## src/design/gtg_pkg.sv

```systemverilog
// Shared types, register codes and the arctangent table for the go-to-goal
// heading controller. No dependencies.
package gtg_pkg;

    localparam int ATAN_ENTRIES = 20;
    localparam int CFG_IDX_W    = 3;
    localparam int CFG_DATA_W   = 16;

    localparam logic [CFG_IDX_W-1:0] REG_GOAL_X    = 3'd0;
    localparam logic [CFG_IDX_W-1:0] REG_GOAL_Y    = 3'd1;
    localparam logic [CFG_IDX_W-1:0] REG_TURN_GAIN = 3'd2;
    localparam logic [CFG_IDX_W-1:0] REG_POS_TOL   = 3'd3;
    localparam logic [CFG_IDX_W-1:0] REG_ANG_TOL   = 3'd4;
    localparam logic [CFG_IDX_W-1:0] REG_FWD_SPEED = 3'd5;

    // pi in units of 2^-24 rad
    localparam logic signed [27:0] PI_Z = 28'sd52707179;

    typedef struct packed {
        logic signed [15:0] robot_x;
        logic signed [15:0] robot_y;
        logic signed [15:0] robot_heading;
    } pose_t;

    typedef struct packed {
        logic [14:0]        linear_speed;
        logic signed [15:0] angular_rate;
        logic               arrived;
    } cmd_t;

    typedef struct packed {
        logic signed [15:0] goal_x;
        logic signed [15:0] goal_y;
        logic [15:0]        turn_gain;
        logic [14:0]        position_tolerance;
        logic [14:0]        angle_tolerance;
        logic [14:0]        forward_speed;
    } cfg_t;

    localparam cfg_t CFG_RESET = '{
        goal_x:             16'sd1107,
        goal_y:             -16'sd983,
        turn_gain:          16'd8192,
        position_tolerance: 15'd410,
        angle_tolerance:    15'd819,
        forward_speed:      15'd819
    };

    // One item in flight through the vectoring stages
    typedef struct packed {
        logic               valid;
        logic               arrived;
        logic               at_goal;
        logic signed [31:0] x;
        logic signed [31:0] y;
        logic signed [27:0] z;
        logic signed [15:0] heading;
    } cordic_t;

    // atan(2^-i) in units of 2^-24 rad, rounded to nearest
    function automatic logic signed [27:0] atan_entry(input logic [4:0] idx);
        logic signed [27:0] v;
        case (idx)
            5'd0:    v = 28'sd13176795;
            5'd1:    v = 28'sd7778716;
            5'd2:    v = 28'sd4110060;
            5'd3:    v = 28'sd2086331;
            5'd4:    v = 28'sd1047214;
            5'd5:    v = 28'sd524117;
            5'd6:    v = 28'sd262123;
            5'd7:    v = 28'sd131069;
            5'd8:    v = 28'sd65536;
            5'd9:    v = 28'sd32768;
            5'd10:   v = 28'sd16384;
            5'd11:   v = 28'sd8192;
            5'd12:   v = 28'sd4096;
            5'd13:   v = 28'sd2048;
            5'd14:   v = 28'sd1024;
            5'd15:   v = 28'sd512;
            5'd16:   v = 28'sd256;
            5'd17:   v = 28'sd128;
            5'd18:   v = 28'sd64;
            5'd19:   v = 28'sd32;
            default: v = 28'sd0;
        endcase
        return v;
    endfunction

endpackage

```

## src/design/gtg_front.sv

```systemverilog
// Entry stage: goal offset, arrival test and quadrant fold ahead of the CORDIC.
// Depends on gtg_pkg.
module gtg_front (
    input  logic            clk,
    input  logic            rst_n,
    input  logic            accept,
    input  gtg_pkg::pose_t  pose,
    input  gtg_pkg::cfg_t   cfg,
    output gtg_pkg::cordic_t out
);
    import gtg_pkg::*;

    logic signed [16:0] dx;
    logic signed [16:0] dy;
    logic [16:0]        adx;
    logic [16:0]        ady;
    logic signed [31:0] xs;
    logic signed [31:0] ys;
    cordic_t            stage_next;
    cordic_t            stage_reg;

    always_comb
    begin
        dx  = {cfg.goal_x[15], cfg.goal_x} - {pose.robot_x[15], pose.robot_x};
        dy  = {cfg.goal_y[15], cfg.goal_y} - {pose.robot_y[15], pose.robot_y};
        adx = dx[16] ? 17'(-dx) : 17'(dx);
        ady = dy[16] ? 17'(-dy) : 17'(dy);
        xs  = {{3{dx[16]}}, dx, 12'd0};
        ys  = {{3{dy[16]}}, dy, 12'd0};

        stage_next.valid   = accept;
        stage_next.arrived = (adx < {2'b00, cfg.position_tolerance})
                          && (ady < {2'b00, cfg.position_tolerance});
        stage_next.at_goal = (dx == 17'sd0) && (dy == 17'sd0);
        stage_next.heading = pose.robot_heading;
        // left half-plane: rotate by pi first
        if (dx[16])
        begin
            stage_next.x = -xs;
            stage_next.y = -ys;
            stage_next.z = dy[16] ? -PI_Z : PI_Z;
        end
        else
        begin
            stage_next.x = xs;
            stage_next.y = ys;
            stage_next.z = 28'sd0;
        end
    end

    always_ff @(posedge clk or negedge rst_n)
    begin
        if (!rst_n)
            stage_reg <= '0;
        else
            stage_reg <= stage_next;
    end

    assign out = stage_reg;

endmodule

```

## src/design/gtg_cordic_stage.sv

```systemverilog
// One vectoring iteration of the CORDIC arctangent, registered.
// Depends on gtg_pkg.
module gtg_cordic_stage #(
    parameter int STEP = 0
) (
    input  logic              clk,
    input  logic              rst_n,
    input  gtg_pkg::cordic_t  in,
    output gtg_pkg::cordic_t  out
);
    import gtg_pkg::*;

    localparam logic [4:0] IDX = 5'(STEP);

    logic signed [31:0] xsh;
    logic signed [31:0] ysh;
    cordic_t            stage_next;
    cordic_t            stage_reg;

    always_comb
    begin
        xsh        = in.x >>> STEP;
        ysh        = in.y >>> STEP;
        stage_next = in;
        if (in.y > 32'sd0)
        begin
            stage_next.x = in.x + ysh;
            stage_next.y = in.y - xsh;
            stage_next.z = in.z + atan_entry(IDX);
        end
        else
        begin
            stage_next.x = in.x - ysh;
            stage_next.y = in.y + xsh;
            stage_next.z = in.z - atan_entry(IDX);
        end
    end

    always_ff @(posedge clk or negedge rst_n)
    begin
        if (!rst_n)
            stage_reg <= '0;
        else
            stage_reg <= stage_next;
    end

    assign out = stage_reg;

endmodule

```

## src/design/gtg_back.sv

```systemverilog
// Back end: bearing rounding, heading error, gain multiply, saturation and
// command select over three register stages. Depends on gtg_pkg.
module gtg_back (
    input  logic              clk,
    input  logic              rst_n,
    input  gtg_pkg::cordic_t  in,
    input  gtg_pkg::cfg_t     cfg,
    output logic              done,
    output gtg_pkg::cmd_t     cmd
);
    import gtg_pkg::*;

    // stage A: heading error
    logic signed [27:0] z_rnd;
    logic signed [16:0] bearing;
    logic signed [17:0] err_next;
    logic signed [17:0] err_reg;
    logic               a_valid_reg;
    logic               a_arrived_reg;

    // stage B: multiply and threshold
    logic [17:0]        abs_err;
    logic signed [34:0] prod_next;
    logic signed [34:0] prod_reg;
    logic               turn_next;
    logic               turn_reg;
    logic               b_valid_reg;
    logic               b_arrived_reg;

    // stage C: round, saturate, select
    logic signed [35:0] prod_rnd;
    logic signed [21:0] rate_wide;
    logic signed [15:0] rate_sat;
    cmd_t               cmd_next;
    cmd_t               cmd_reg;
    logic               done_reg;

    always_comb
    begin
        z_rnd    = in.z + 28'sd1024;
        bearing  = in.at_goal ? 17'sd0 : z_rnd[27:11];
        err_next = {bearing[16], bearing} - {{2{in.heading[15]}}, in.heading};
    end

    always_ff @(posedge clk or negedge rst_n)
    begin
        if (!rst_n)
        begin
            a_valid_reg   <= 1'b0;
            a_arrived_reg <= 1'b0;
            err_reg       <= '0;
        end
        else
        begin
            a_valid_reg   <= in.valid;
            a_arrived_reg <= in.arrived;
            err_reg       <= err_next;
        end
    end

    always_comb
    begin
        abs_err   = err_reg[17] ? 18'(-err_reg) : 18'(err_reg);
        turn_next = abs_err > {3'b000, cfg.angle_tolerance};
        prod_next = $signed({1'b0, cfg.turn_gain}) * err_reg;
    end

    always_ff @(posedge clk or negedge rst_n)
    begin
        if (!rst_n)
        begin
            b_valid_reg   <= 1'b0;
            b_arrived_reg <= 1'b0;
            turn_reg      <= 1'b0;
            prod_reg      <= '0;
        end
        else
        begin
            b_valid_reg   <= a_valid_reg;
            b_arrived_reg <= a_arrived_reg;
            turn_reg      <= turn_next;
            prod_reg      <= prod_next;
        end
    end

    always_comb
    begin
        prod_rnd  = {prod_reg[34], prod_reg} + 36'sd8192;
        rate_wide = prod_rnd[35:14];
        if (rate_wide > 22'sd32767)
            rate_sat = 16'sh7FFF;
        else if (rate_wide < -22'sd32768)
            rate_sat = -16'sd32768;
        else
            rate_sat = rate_wide[15:0];

        cmd_next = '0;
        if (b_arrived_reg)
            cmd_next.arrived = 1'b1;
        else if (turn_reg)
            cmd_next.angular_rate = rate_sat;
        else
            cmd_next.linear_speed = cfg.forward_speed;
    end

    always_ff @(posedge clk or negedge rst_n)
    begin
        if (!rst_n)
        begin
            done_reg <= 1'b0;
            cmd_reg  <= '0;
        end
        else
        begin
            done_reg <= b_valid_reg;
            cmd_reg  <= cmd_next;
        end
    end

    assign done = done_reg;
    assign cmd  = cmd_reg;

endmodule

```

## src/design/go_to_goal_heading_controller.sv

```systemverilog
// Go-to-goal proportional heading controller, top level.
// Depends on gtg_pkg, gtg_front, gtg_cordic_stage and gtg_back.
//
// Usage:
//   A pose item (robot_x, robot_y, robot_heading) is taken on any rising edge
//   with start high; busy is held low, so one item may enter every cycle.
//   Each item yields one drive command on cmd, marked by done for a single
//   cycle, after it has passed one entry stage, one stage per CORDIC
//   iteration, then error, multiply and saturate stages. Throughput is
//   one item per cycle; the result stream cannot be held off, so nothing
//   ever backs up.
//   Registers are written through cfg_we / cfg_index / cfg_data and are
//   only to be changed while no item is in flight; unknown indices are
//   ignored.
//   Reset (rst_n low) empties the pipeline and restores the register
//   defaults; items in flight are dropped.
module go_to_goal_heading_controller #(
    parameter int CORDIC_STEPS = 14
) (
    input  logic                           clk,
    input  logic                           rst_n,
    input  logic                           start,
    output logic                           busy,
    input  gtg_pkg::pose_t                 pose,
    output logic                           done,
    output gtg_pkg::cmd_t                  cmd,
    input  logic                           cfg_we,
    input  logic [gtg_pkg::CFG_IDX_W-1:0]  cfg_index,
    input  logic [gtg_pkg::CFG_DATA_W-1:0] cfg_data
);
    import gtg_pkg::*;

    localparam int LATENCY = CORDIC_STEPS + 4;

    cfg_t    cfg_reg;
    cfg_t    cfg_next;
    logic    accept;
    cordic_t chain [0:CORDIC_STEPS];

    assign busy   = 1'b0;
    assign accept = start && !busy;

    always_comb
    begin
        cfg_next = cfg_reg;
        if (cfg_we)
        begin
            case (cfg_index)
                REG_GOAL_X:    cfg_next.goal_x             = cfg_data;
                REG_GOAL_Y:    cfg_next.goal_y             = cfg_data;
                REG_TURN_GAIN: cfg_next.turn_gain          = cfg_data;
                REG_POS_TOL:   cfg_next.position_tolerance = cfg_data[14:0];
                REG_ANG_TOL:   cfg_next.angle_tolerance    = cfg_data[14:0];
                REG_FWD_SPEED: cfg_next.forward_speed      = cfg_data[14:0];
                default:       cfg_next = cfg_reg;
            endcase
        end
    end

    always_ff @(posedge clk or negedge rst_n)
    begin
        if (!rst_n)
            cfg_reg <= CFG_RESET;
        else
            cfg_reg <= cfg_next;
    end

    gtg_front u_front (
        .clk    (clk),
        .rst_n  (rst_n),
        .accept (accept),
        .pose   (pose),
        .cfg    (cfg_reg),
        .out    (chain[0])
    );

    for (genvar i = 0; i < CORDIC_STEPS; i++)
    begin : g_cordic
        gtg_cordic_stage #(
            .STEP (i)
        ) u_stage (
            .clk   (clk),
            .rst_n (rst_n),
            .in    (chain[i]),
            .out   (chain[i+1])
        );
    end

    gtg_back u_back (
        .clk   (clk),
        .rst_n (rst_n),
        .in    (chain[CORDIC_STEPS]),
        .cfg   (cfg_reg),
        .done  (done),
        .cmd   (cmd)
    );

`ifndef SYNTH
    a_latency: assert property (@(posedge clk) disable iff (!rst_n)
        accept |-> ##(LATENCY) done)
        else $error("command missing at fixed latency");

    a_one_motion: assert property (@(posedge clk) disable iff (!rst_n)
        done |-> (cmd.linear_speed == 15'd0 || cmd.angular_rate == 16'sd0))
        else $error("drive and turn commanded together");

    a_arrived_stop: assert property (@(posedge clk) disable iff (!rst_n)
        (done && cmd.arrived) |-> (cmd.linear_speed == 15'd0
                                   && cmd.angular_rate == 16'sd0))
        else $error("motion commanded after arrival");
`endif

endmodule
```

## config.mk

```make
export PLATFORM = sky130hd
export DESIGN_NAME = go_to_goal_heading_controller
export DESIGN_NICKNAME = d
export VERILOG_FILES = /design/src/design/gtg_pkg.sv /design/src/design/gtg_front.sv /design/src/design/gtg_cordic_stage.sv /design/src/design/gtg_back.sv /design/src/design/go_to_goal_heading_controller.sv
export SDC_FILE = /design/constraint.sdc
export NUM_CORES = 2
export LEC_CHECK = 0
export BUFFER_PORTS_ARGS = -buffer_cell sky130_fd_sc_hd__buf_2
export CORE_UTILIZATION = 45
export DETAILED_ROUTE_END_ITERATION = 16
export PLACE_DENSITY = 0.72
export SLEW_MARGIN = 40
export SYNTH_ARGS = -nofsm -noshare
export SYNTH_HDL_FRONTEND = slang
export SYNTH_SLANG_ARGS = --single-unit
```

## constraint.sdc

```tcl
create_clock -name clk -period 9.9 [get_ports clk]
set_input_delay 0.99 -clock clk [delete_from_list [all_inputs] [get_ports clk]]
set_output_delay 0.99 -clock clk [all_outputs]
set_load 0.02 [all_outputs]
```

==> run metrics <==
clock tree from TritonCTS built; share of post-route cells with drive strength above 1 6.08%; final RePlAce weighted congestion 0.922; max FFs per register 1291; Area after DPL 112000 sq um; drc violations 0; upper clock frequency limit 127 MHz; layout-stage area growth over the synthesis result 9.84%; final setup violation count 0; top area cells in the synthesized netlist sky130_fd_sc_hd__dfrtp_1 (35%), sky130_fd_sc_hd__ha_1 (13%), sky130_fd_sc_hd__xnor2_1 (8.0%); CP Buf/Inv Count 4; Primary FF master, synth sky130_fd_sc_hd__dfrtp_1; Worst-Skew Late Latency 850 ps; Crit path required time 10620 ps; final-report max-slew violation count 0; Final Critical Period 7860 ps; sort of element at the start of the critical path flop; Ys Warns 0; average footprint of a synthesized cell 9.64 sq um; Tightest Hold Check Type in2reg; setup repair after global routing missed its margin no; Post-Layout Inst Area 119000 sq um; distinct cell type count after synthesis 107; hold violation total from the final report 0; Max Cap Viol 0; count of placed standard cells including taps 14300; CTS clock-pin slew for the worst setup and hold paths 60 ps; Post-DP HPWL 187000 um; core region area 238000 sq um; largest stage delay on the critical path 630 ps; EDFF count, synth 0; summed negative setup slack over all endpoints 0 ps; first-pass GRT wire length 398000 um; Worst Hold Slack 266 ps; type of the worst setup path reg2reg; Filler Cells Inserted 21500; routed vias 78700; fraction of synthesized cell area taken by the top area cell type 34.6%; Async SR Flop Fraction 100%; average vias per placed instance 5.38; CTS HTree Levels 4; register area 38200 sq um; Critical Path Sink Type flop; multi-input gate area in the final layout 65600 sq um; number of nets at the end of the flow 12900; non-filler instance count after layout 14600; Post-DRT Antenna Nets 0; largest net degree at the start of global routing 146; number of detailed-routing iterations run before antenna repair 6; outcome finished, final reports clean; overall overflow remaining after global route 0; die outline area 242000 sq um; Die Y 492 um; final worst clock skew 57.4 ps; Slew headroom 42.8%; total setup buffers inserted after CTS 0; number of global-route vias before repair 77700; slew of the pin with the lowest slew margin 850 ps; buffers added on ports 103; Synth Register Bits 1524; 1st-iter DRT viols 4545; library cell with the largest summed area after synthesis sky130_fd_sc_hd__dfrtp_1; Total Routed Length 241000 um; number of primary I/O pins 105; share of the yosys chip area belonging to registers 35.4%; wire length per cell after detailed routing 16.5 um; gate count after technology mapping 11200; maximum fanout count along the critical path 52; root buffer selected by CTS sky130_fd_sc_hd__clkbuf_16; Starting Density 45.3%; worst-path cell with the longest stage delay sky130_fd_sc_hd__or4_1; number of buffers on the longest clock path 3; # rows 179; category of cells accounting for the largest share of critical-path delay compound AO/OA/AOI/OAI gates; Die Width 492 um; TritonCTS Buffers 164; ratio of final minimum period to clock period 79.4%; number of antenna violations at the first check in global routing 7; TritonCTS sink count 1524; total global routing track utilization 20.0%; Post-Synthesis Cell Area 108000 sq um; Most Frequent Cell on Critical Path sky130_fd_sc_hd__a21oi_1; Arr. time, crit path 8580 ps
[worst register-to-register path, delay by kind of cell, from the launching register on]
family	cells	cell delay, ps
AND/OR/NAND/NOR	9	2680
AO/OA/AOI/OAI	12	3070
adder cells (fa/ha/maj)	1	340
buffers and inverters	4	990
XOR/XNOR	2	310
flip-flops	1	410
[cells in the final DEF, fill, tap and decap left out, types with 73 or more instances in the layout]
| cell | instances |
|---|---|
| sky130_fd_sc_hd__buf_2 | 102 |
| sky130_fd_sc_hd__a31oi_1 | 73 |
| sky130_fd_sc_hd__nor2_1 | 817 |
| sky130_fd_sc_hd__a21o_1 | 299 |
| sky130_fd_sc_hd__o31ai_1 | 117 |
| sky130_fd_sc_hd__nand2_1 | 737 |
| sky130_fd_sc_hd__and3_1 | 83 |
| sky130_fd_sc_hd__clkbuf_16 | 164 |
| sky130_fd_sc_hd__xor2_1 | 473 |
| sky130_fd_sc_hd__nor2b_1 | 100 |
| sky130_fd_sc_hd__dfrtp_1 | 1491 |
| sky130_fd_sc_hd__xnor2_1 | 980 |
| sky130_fd_sc_hd__nand3_1 | 178 |
| sky130_fd_sc_hd__nor4_1 | 77 |
| sky130_fd_sc_hd__inv_1 | 927 |
| sky130_fd_sc_hd__nor3_1 | 235 |
| sky130_fd_sc_hd__o21a_1 | 107 |
| sky130_fd_sc_hd__mux2_2 | 88 |
| sky130_fd_sc_hd__a21oi_1 | 838 |
| sky130_fd_sc_hd__and2_1 | 163 |
| sky130_fd_sc_hd__o21ai_1 | 115 |
| sky130_fd_sc_hd__nand2b_1 | 129 |
| sky130_fd_sc_hd__o21ai_0 | 428 |
| sky130_fd_sc_hd__o21bai_1 | 222 |
| sky130_fd_sc_hd__fa_1 | 326 |
| sky130_fd_sc_hd__ha_1 | 1162 |
[cell usage after synthesis (26+ instances only)]
master and count:
sky130_fd_sc_hd__dfstp_2 32, sky130_fd_sc_hd__nor3_1 237, sky130_fd_sc_hd__nor4_1 82, sky130_fd_sc_hd__clkbuf_1 174, sky130_fd_sc_hd__and2_1 163, sky130_fd_sc_hd__xor2_1 473
sky130_fd_sc_hd__o21bai_1 224, sky130_fd_sc_hd__o21ai_0 428, sky130_fd_sc_hd__or3_1 60, sky130_fd_sc_hd__a21boi_1 40, sky130_fd_sc_hd__nand2_1 737, sky130_fd_sc_hd__a21oi_1 838
sky130_fd_sc_hd__xnor2_1 980, sky130_fd_sc_hd__a21o_1 299, sky130_fd_sc_hd__nand2b_1 129, sky130_fd_sc_hd__o211ai_1 26, sky130_fd_sc_hd__a211oi_1 49, sky130_fd_sc_hd__o31ai_1 117
sky130_fd_sc_hd__o41ai_1 72, sky130_fd_sc_hd__nor2_1 822, sky130_fd_sc_hd__fa_1 326, sky130_fd_sc_hd__o21ai_1 115, sky130_fd_sc_hd__ha_1 1162, sky130_fd_sc_hd__dfrtp_1 1492
sky130_fd_sc_hd__nand3_1 178, sky130_fd_sc_hd__and3_1 83, sky130_fd_sc_hd__o21a_1 107, sky130_fd_sc_hd__nand4_1 60, sky130_fd_sc_hd__nor2b_1 100, sky130_fd_sc_hd__or2_2 40
sky130_fd_sc_hd__mux2_2 88, sky130_fd_sc_hd__a31oi_1 74, sky130_fd_sc_hd__inv_1 927, sky130_fd_sc_hd__or4_1 56
[through the flow]
stage | utilization (%) | worst slack [ps]
floorplan | - | 3040
global placement | 47.1 | 2160
detailed placement | 47.1 | 2100
CTS | 49.7 | 2030
global route | 49.8 | 1520
finish | 49.8 | 2040
[path summary, 6_finish.rpt]
kind | from | slack (ps) | cells past startpoint | to
worst max-delay path | g_cordic[6].u_stage.out[51] | 2040 | 28 | g_cordic[7].u_stage.out[75]
worst min-delay path | pose[4] | 270 | 1 | u_front.out[4]
worst max register to register | g_cordic[6].u_stage.out[51] | 2040 | 28 | g_cordic[7].u_stage.out[75]
worst min register to register | g_cordic[3].u_stage.out[110] | 310 | 0 | g_cordic[4].u_stage.out[110]
max in group asynchronous | rst_n | 6870 | 6 | g_cordic[0].u_stage.out[103]
min in group asynchronous | rst_n | 600 | 2 | u_back.done
[metal layers]
metal,GRT usage (%),share of wire (%),vias to the layer above
met2,33.7,48,1496
li1,-,-,38900
met3,2.53,4.0,420
met1,26.4,45,37900
met5,0,0.012,-
met4,6.55,3.0,4
[what timing repair did]
action / CTS / global route
hold buffers: 0 / 1
gates resized for setup: 0 / 0
endpoints found under the hold margin: 0 / 17
setup endpoints to repair: 0 / 0
[layout make-up]
cell class	count	area share [%]
repair buffers	154	0.949
clock buffers	217	3.84
well taps	3167	3.34
multi-input cells	8526	55.3
clock inverters	89	1.30
inverters	944	2.99
flip-flops and latches	1524	32.2
diodes	3	0.00633
[kinds of logic (layout without fill, tap and decap cells)]
group	count (synthesis)	in the layout	share of synthesized area [%]
DFF	1524	1524	35.4
muxes	113	113	1.17
other	1	7	0.00348
AOI/OAI and AO/OA	2632	2632	15.5
buffers and inverters	1140	1404	3.98
xor gates and xnor gates	1453	1453	11.8
adders and majority gates	1488	1488	19.5
and+or+nand+nor	2836	2836	12.7
Power is not shown: default switching activity piles up to over one toggle a cycle in this logic, so the estimate is an artifact.
